**src/hdl/plob_pkg.sv**
```systemverilog
// shared types, codes and defaults for the price level order book
package plob_pkg;

   localparam int ORDER_SLOTS_DEF  = 1024;
   localparam int PRICE_LEVELS_DEF = 1024;
   localparam int QTY_BITS_DEF     = 16;

   // occupancy bitmap group width for the best price search
   localparam int GRP_W = 32;

   localparam logic [1:0] ACT_ADD    = 2'd0;
   localparam logic [1:0] ACT_CANCEL = 2'd1;
   localparam logic [1:0] ACT_QUERY  = 2'd2;

   typedef enum logic [2:0] {
      ST_CLEAR,
      ST_IDLE,
      ST_LEVEL,
      ST_UPDATE,
      ST_SEARCH,
      ST_RESULT
   } state_type;

   typedef struct packed {
      logic clear;
      logic accept;
      logic level;
      logic update;
      logic search;
      logic load;
   } cmd_type;

   typedef struct packed {
      logic clear_last;
      logic rsp_busy;
   } status_type;

endpackage

```
**src/hdl/plob_ctrl.sv**
```systemverilog
// sequencing state machine of the order book
module plob_ctrl (
   input  logic                  clock,
   input  logic                  reset,
   input  logic                  req_valid,
   output logic                  req_ready,
   input  plob_pkg::status_type  stat,
   output plob_pkg::cmd_type     cmd
);

   plob_pkg::state_type state_ff, state_in;

   always_ff @(posedge clock) begin
      if (reset) begin
         state_ff <= plob_pkg::ST_CLEAR;
      end else begin
         state_ff <= state_in;
      end
   end

   always_comb begin
      state_in  = state_ff;
      cmd       = '0;
      req_ready = 1'b0;
      unique case (state_ff)
         plob_pkg::ST_CLEAR: begin
            cmd.clear = 1'b1;
            if (stat.clear_last) begin
               state_in = plob_pkg::ST_IDLE;
            end
         end
         plob_pkg::ST_IDLE: begin
            req_ready = 1'b1;
            if (req_valid) begin
               cmd.accept = 1'b1;
               state_in   = plob_pkg::ST_LEVEL;
            end
         end
         plob_pkg::ST_LEVEL: begin
            cmd.level = 1'b1;
            state_in  = plob_pkg::ST_UPDATE;
         end
         plob_pkg::ST_UPDATE: begin
            cmd.update = 1'b1;
            state_in   = plob_pkg::ST_SEARCH;
         end
         plob_pkg::ST_SEARCH: begin
            cmd.search = 1'b1;
            state_in   = plob_pkg::ST_RESULT;
         end
         plob_pkg::ST_RESULT: begin
            if (!stat.rsp_busy) begin
               cmd.load = 1'b1;
               state_in = plob_pkg::ST_IDLE;
            end
         end
         default: begin
            state_in = plob_pkg::ST_CLEAR;
         end
      endcase
   end

endmodule

```
**config.mk**
```make
export PLATFORM = sky130hd
export DESIGN_NAME = plob_ctrl
export DESIGN_NICKNAME = d
export VERILOG_FILES = /design/src/hdl/plob_pkg.sv /design/src/hdl/plob_ctrl.sv
export SDC_FILE = /design/constraint.sdc
export NUM_CORES = 1
export LEC_CHECK = 0
export ABC_AREA = 1
export BUFFER_PORTS_ARGS = -buffer_cell sky130_fd_sc_hd__buf_2
export CAP_MARGIN = 5
export CORE_AREA = 2 2 39 41
export CTS_CLUSTER_DIAMETER = 200
export DETAILED_ROUTE_END_ITERATION = 8
export DIE_AREA = 0 0 41 43
export HOLD_SLACK_MARGIN = 0.15
export PLACE_DENSITY = 0.47
export SLEW_MARGIN = 20
export SYNTH_ARGS = -nofsm -noshare
export SYNTH_HDL_FRONTEND = slang
export SYNTH_SLANG_ARGS = --single-unit
export TNS_END_PERCENT = 5
```
**constraint.sdc**
```tcl
create_clock -name clock -period 1.8 [get_ports clock]
set_input_delay 0.27 -clock clock [delete_from_list [all_inputs] [get_ports clock]]
set_output_delay 0.27 -clock clock [all_outputs]
set_load 0.05 [all_outputs]
```
==> results of run 1 <==
==> where the power goes <==
group / switching, mW / internal, mW / total, mW
registers: 0.00810 / 0.0733 / 0.0814
clock network: 0.0325 / 0.0829 / 0.115
logic: 0.0979 / 0.0330 / 0.131
total: 0.138 / 0.189 / 0.328
==> area by class of cell <==
class	count	area, sq um
well taps	16	20.0
repair buffers	11	55.1
multi-input cells	21	135
fillers	161	1050
inverters	10	37.5
clock buffers	4	26.3
flip-flops and latches	3	60.1
==> through the flow <==
| stage | setup slack [ps] | area (sq um) | total power [mW] | hold slack, ps |
|---|---|---|---|---|
| detailed placement | 491 | 308 | 0.215 | 487 |
| floorplan | 85.8 | 233 | 0.187 | 339 |
| finish | 255 | 334 | 0.328 | 245 |
| CTS | 232 | 334 | 0.338 | 237 |
| global route | 135 | 334 | 0.352 | 242 |
| global placement | 511 | 308 | 0.216 | 481 |
==> worst max path at each step <==
stage / start / end
5_1_grt: state_ff[2] / cmd[0]
4_1_cts: state_ff[2] / cmd[0]
3_5_place_dp: state_ff[2] / cmd[0]
6_report: state_ff[2] / cmd[0]
2_1_floorplan: state_ff[2] / cmd[0]
3_3_place_gp: state_ff[2] / cmd[0]
==> cells by family (layout without fill, tap and decap cells) <==
kind of cell	count (synthesis)	in the layout	share of synthesized area, %
AOI/OAI and AO/OA	2	2	4.42
buffers and inverters	10	25	16.6
DFF	3	3	26.5
and+or+nand+nor	19	19	52.5
==> placed cells by master (no fill, tap or decap), drive strengths merged, types with 2 or more instances in the layout <==
cell type  count
nand3          4
nand2          3
buf           11
clkbuf         4
dfxtp          3
nor3           2
a21oi          2
nor2           8
inv           10
==> layer usage <==
layer  global-route usage [%]  vias up  share of wire (%)  wire length [microns]
li1                         -      136                  -                      -
met1                     7.03      113                 43                    216
met2                     10.3        5                 50                    251
met3                     3.14        0                6.2                     31
met4                     4.00        0                  0                      0
met5                        0        -                  0                      0
==> run summary, run 1 <==
Post-DP HPWL: 422 microns
CP Depth: 3
Post-Syn Nets: 39
Worst R2R End: state_ff[0]
Gr ovfl total: 0
Worst Hold Class: in2reg
Post-CTS Setup Bufs: 0
Worst setup SP type: register
Unique masters post-synth: 13
Final min period: 1550 ps
Pin count of the biggest net entering global routing: 7
Global-route wire length before repair: 786 microns
Synth Flop Type: dfxtp_1
Synth area leaders: dfxtp_1 27%, inv_1 9.9%, nand3_2 8.8%, nor3_2 8.8%, nor2_2 8.3%
Count leader, synth: inv_1
Share of cells above drive strength 1: 55.1%
Clock Skew: 0.804 ps
Endpoint class of the critical path: output pin
Most frequent cells after synthesis: 6 x inv_1, 4 x inv_2, 4 x nor2_1
Die X-Extent: 41 microns
CP max FO: 6
# rows: 14
Final worst path period share: 85.9%
Hold depth: 2
Detailed-route via count: 254
Initial DRC Count: 1
Area delta synth->final: 47.5%
Fin. Hold Viols: 0
Final Util: 24.1%
Number of synthesized flops with an enable pin: 0
I/O pin cnt: 12
# Max-Cap Violations: 0
Most flops, register: state_ff
Gpl congestion: 0.671
Cells after Synth: 34
Skew-Pair Late Insertion Delay: 230 ps
WL/cell: 7.68 microns
Diodes inserted: 0
DRT Pass-1 Iters: 2
Post-route ant nets: 0
CTS tree: done
Max clock buf depth: 2
Reg clk slew, reported paths: 40 ps
Leakage: 0.184 nW
Crit-path slowest cell: dfxtp_1
CTS Hold Bufs: 0
Critical path class: reg2out
Die area: 1760 sq um
Max VDD drop: 0.320 mV
Vias per cell: 3.91
Core Region: 1380 sq um
Setup-failing EPs final: 0
Post-CTS resize count: 0
Vias in the first global route: 226
Root buffer cell: clkbuf_4
Clk sinks: 3
Starting Density: 16.4%
Nets: 55
CP Cell Sequence: inv_2 > nor4_2 > buf_2
Max reg flops: 3
FF-to-FF Start: state_ff[2]
CP delay by family, top: flip-flops
Max-Slew Margin vs Limit: 83.5%
WP buf/inv: 2
Post-synthesis sequential area ratio: 26.5%
Placed Cells: 61
Gr usage total: 6.71%
Final slew viol count: 0
Pwr/cell area: 981 nW/um^2
Post-Route WL: 499 microns
Remaining DRCs: 0
Max frequency: 647 MHz
CTS H-Tree Depth: 1
Largest registers: state_ff: 3 flops
Synth top area share: 26.5%
Worst hold path startpoint: reset
Syn Area/Cell: 6.66 sq um
Outcome: finished clean
Synthesized area: 226 sq um
Hold path endpoint: state_ff[2]
Number of synthesized register bits: 3
Finished Layout Cells: 65
TritonCTS buffer count: 3
Chip Height: 43 microns
Buffers on Ports: 11
Reg2reg setup slack: 810 ps
WP data required: 1530 ps
Yosys Warn Count: 0
Async set-or-reset flop fraction in the synthesized netlist: 0%
Dominant cell type by area after synthesis: dfxtp_1
Arr. time, crit path: 1280 ps
Max stage delay on crit path: 440 ps
Measured slew at the worst slew-check pin: 249 ps
Cells on worst reg2reg path: 5
Setup TNS Final: 0 ps
Initial antenna violation count: 0
Unrepaired setup endpoints after global routing: no
No activity file was read; power rests on OpenSTA's default activity.
==> run 2, diff against run 1 <==
==> constraint.sdc (replaced) <==
create_clock -name clock -period 1.7 [get_ports clock]
set_input_delay 0.255 -clock clock [delete_from_list [all_inputs] [get_ports clock]]
set_output_delay 0.255 -clock clock [all_outputs]
set_load 0.05 [all_outputs]
==> run summary, run 2 (synthesis gave the netlist of run 1 again) <==
Outcome: finished clean (unchanged)
# rows: 14 (unchanged)
Pwr/cell area: 1040 nW/um^2 (was 981 nW/um^2)
Vias per cell: 3.75 (was 3.91)
Post-placement setup slack: 405 ps (was 491 ps)
Max stage delay on crit path: 430 ps (was 440 ps)
Commonest cells after routing, fill and taps aside: 11 x buf_2, 6 x inv_1, 4 x inv_2, 4 x nor2_1 (unchanged)
WP data required: 1440 ps (was 1530 ps)
Arr. time, crit path: 1260 ps (was 1280 ps)
Final Util: 24.1% (unchanged)
Unrepaired setup endpoints after global routing: no (unchanged)
CTS tree: done (unchanged)
CTS Hold Bufs: 0 (unchanged)
Final slew viol count: 0 (unchanged)
Final min period: 1520 ps
Global-route wire length before repair: 752 microns (was 786 microns)
WL met2: 243 microns (was 251 microns)
TritonCTS buffer count: 3 (unchanged)
Post-Route WL: 492 microns (was 499 microns)
Critical path class: reg2out (unchanged)
Max clock buf depth: 2 (unchanged)
CP Cell Sequence: inv_2 > nor4_2 > buf_2 (unchanged)
Area delta synth->final: 47.5% (unchanged)
Routed wl met3: 30 microns (was 31 microns)
Initial antenna violation count: 0 (unchanged)
Clock Skew: 1.98 ps (was 0.804 ps)
Gr usage total: 7.11% (was 6.71%)
Chip Height: 43 microns (unchanged)
Max frequency: 658 MHz
Post-route ant nets: 0 (unchanged)
Setup-failing EPs final: 0 (unchanged)
Most common cell after layout, fill and taps aside: buf_2 (unchanged)
Final Cell Area: 334 sq um (unchanged)
Vias in the first global route: 210 (was 226)
Gpl congestion: 0.670 (was 0.671)
Remaining DRCs: 0 (unchanged)
Die area: 1760 sq um (unchanged)
Reg clk slew, reported paths: 40 ps (about the same)
Gr ovfl total: 0 (unchanged)
Core Region: 1380 sq um (unchanged)
Max reg flops: 3 (unchanged)
Post-DP HPWL: 415 microns (was 422 microns)
Largest registers: state_ff: 3 flops (unchanged)
Worst setup SP type: register (unchanged)
Max VDD drop: 0.274 mV (was 0.320 mV)
Max-Slew Margin vs Limit: 83.6% (was 83.5%)
Crit-path slowest cell: dfxtp_1 (unchanged)
WP buf/inv: 2 (unchanged)
Placed cell area: 308 sq um (unchanged)
Endpoint class of the critical path: output pin (unchanged)
DRT Pass-1 Iters: 1 (was 2)
Final worst setup slack: 181 ps (was 255 ps)
# Max-Cap Violations: 0 (unchanged)
Detailed-route via count: 244 (was 254)
Pin count of the biggest net entering global routing: 7 (unchanged)
Post-CTS Setup Bufs: 0 (unchanged)
Leakage: 0.184 nW (unchanged)
Clk sinks: 3 (unchanged)
Setup TNS Final: 0 ps (unchanged)
Starting Density: 16.4% (unchanged)
Fin. Hold Viols: 0 (unchanged)
Buffers on Ports: 11 (unchanged)
Post-CTS resize count: 0 (unchanged)
Share of cells above drive strength 1: 55.1% (unchanged)
Root buffer cell: clkbuf_4 (unchanged)
Measured slew at the worst slew-check pin: 248 ps (was 249 ps)
Most flops, register: state_ff (unchanged)
WL/cell: 7.57 microns (was 7.68 microns)
Die X-Extent: 41 microns (unchanged)
Met1 WL: 218 microns (was 216 microns)
CTS H-Tree Depth: 1 (unchanged)
Initial DRC Count: 0 (was 1)
I/O pin cnt: 12 (unchanged)
CP delay by family, top: flip-flops (unchanged)
Diodes inserted: 0 (unchanged)
Skew-Pair Late Insertion Delay: 230 ps (about the same)
Worst Hold Class: in2reg (unchanged)
CP max FO: 6 (unchanged)
Top Layer Used: met3 (unchanged)
Nets: 55 (unchanged)
Final worst path period share: 89.4%
[run 2: cell counts in the layout (fill, tap and decap cells not counted)]
Identical to the previous run, type by type.
[run 2: path summary, 6_finish.rpt]
kind	start	endpoint	slack (ps)	cells past startpoint
hold reg to reg	state_ff[0]	state_ff[2]	580	2
setup / recovery	state_ff[2]	cmd[0]	180	3
setup reg to reg	state_ff[2]	state_ff[0]	710	5
hold / removal	reset	state_ff[1]	240	2
[run 2: final cells by class]
| class | instances | area (sq um) |
|---|---|---|
| flip-flops and latches | 3 | 60.1 |
| clock buffers | 4 | 26.3 |
| repair buffers | 11 | 55.1 |
| multi-input cells | 21 | 135 |
| inverters | 10 | 37.5 |
| fillers | 161 | 1050 |
| well taps | 16 | 20.0 |
[run 2: per-stage QoR]
stage,instances,hold WS [ps],power (mW)
3_5_place_dp,61,474,0.227
5_1_grt,65,231,0.373
2_1_floorplan,34,324,0.198
3_3_place_gp,61,466,0.229
4_1_cts,65,226,0.356
6_report,65,237,0.347
[run 2: metal layers]
metal / GRT usage (%) / up-vias
met3: 4.71 / 0
met5: 0 / -
li1: - / 136
met1: 6.39 / 103
met4: 8.00 / 0
met2: 9.38 / 5
[run 2: power breakdown]
part	switching, mW	internal (mW)	total [mW]
Clock	0.0349	0.0878	0.123
Combinational	0.104	0.0349	0.139
Sequential	0.00808	0.0776	0.0857
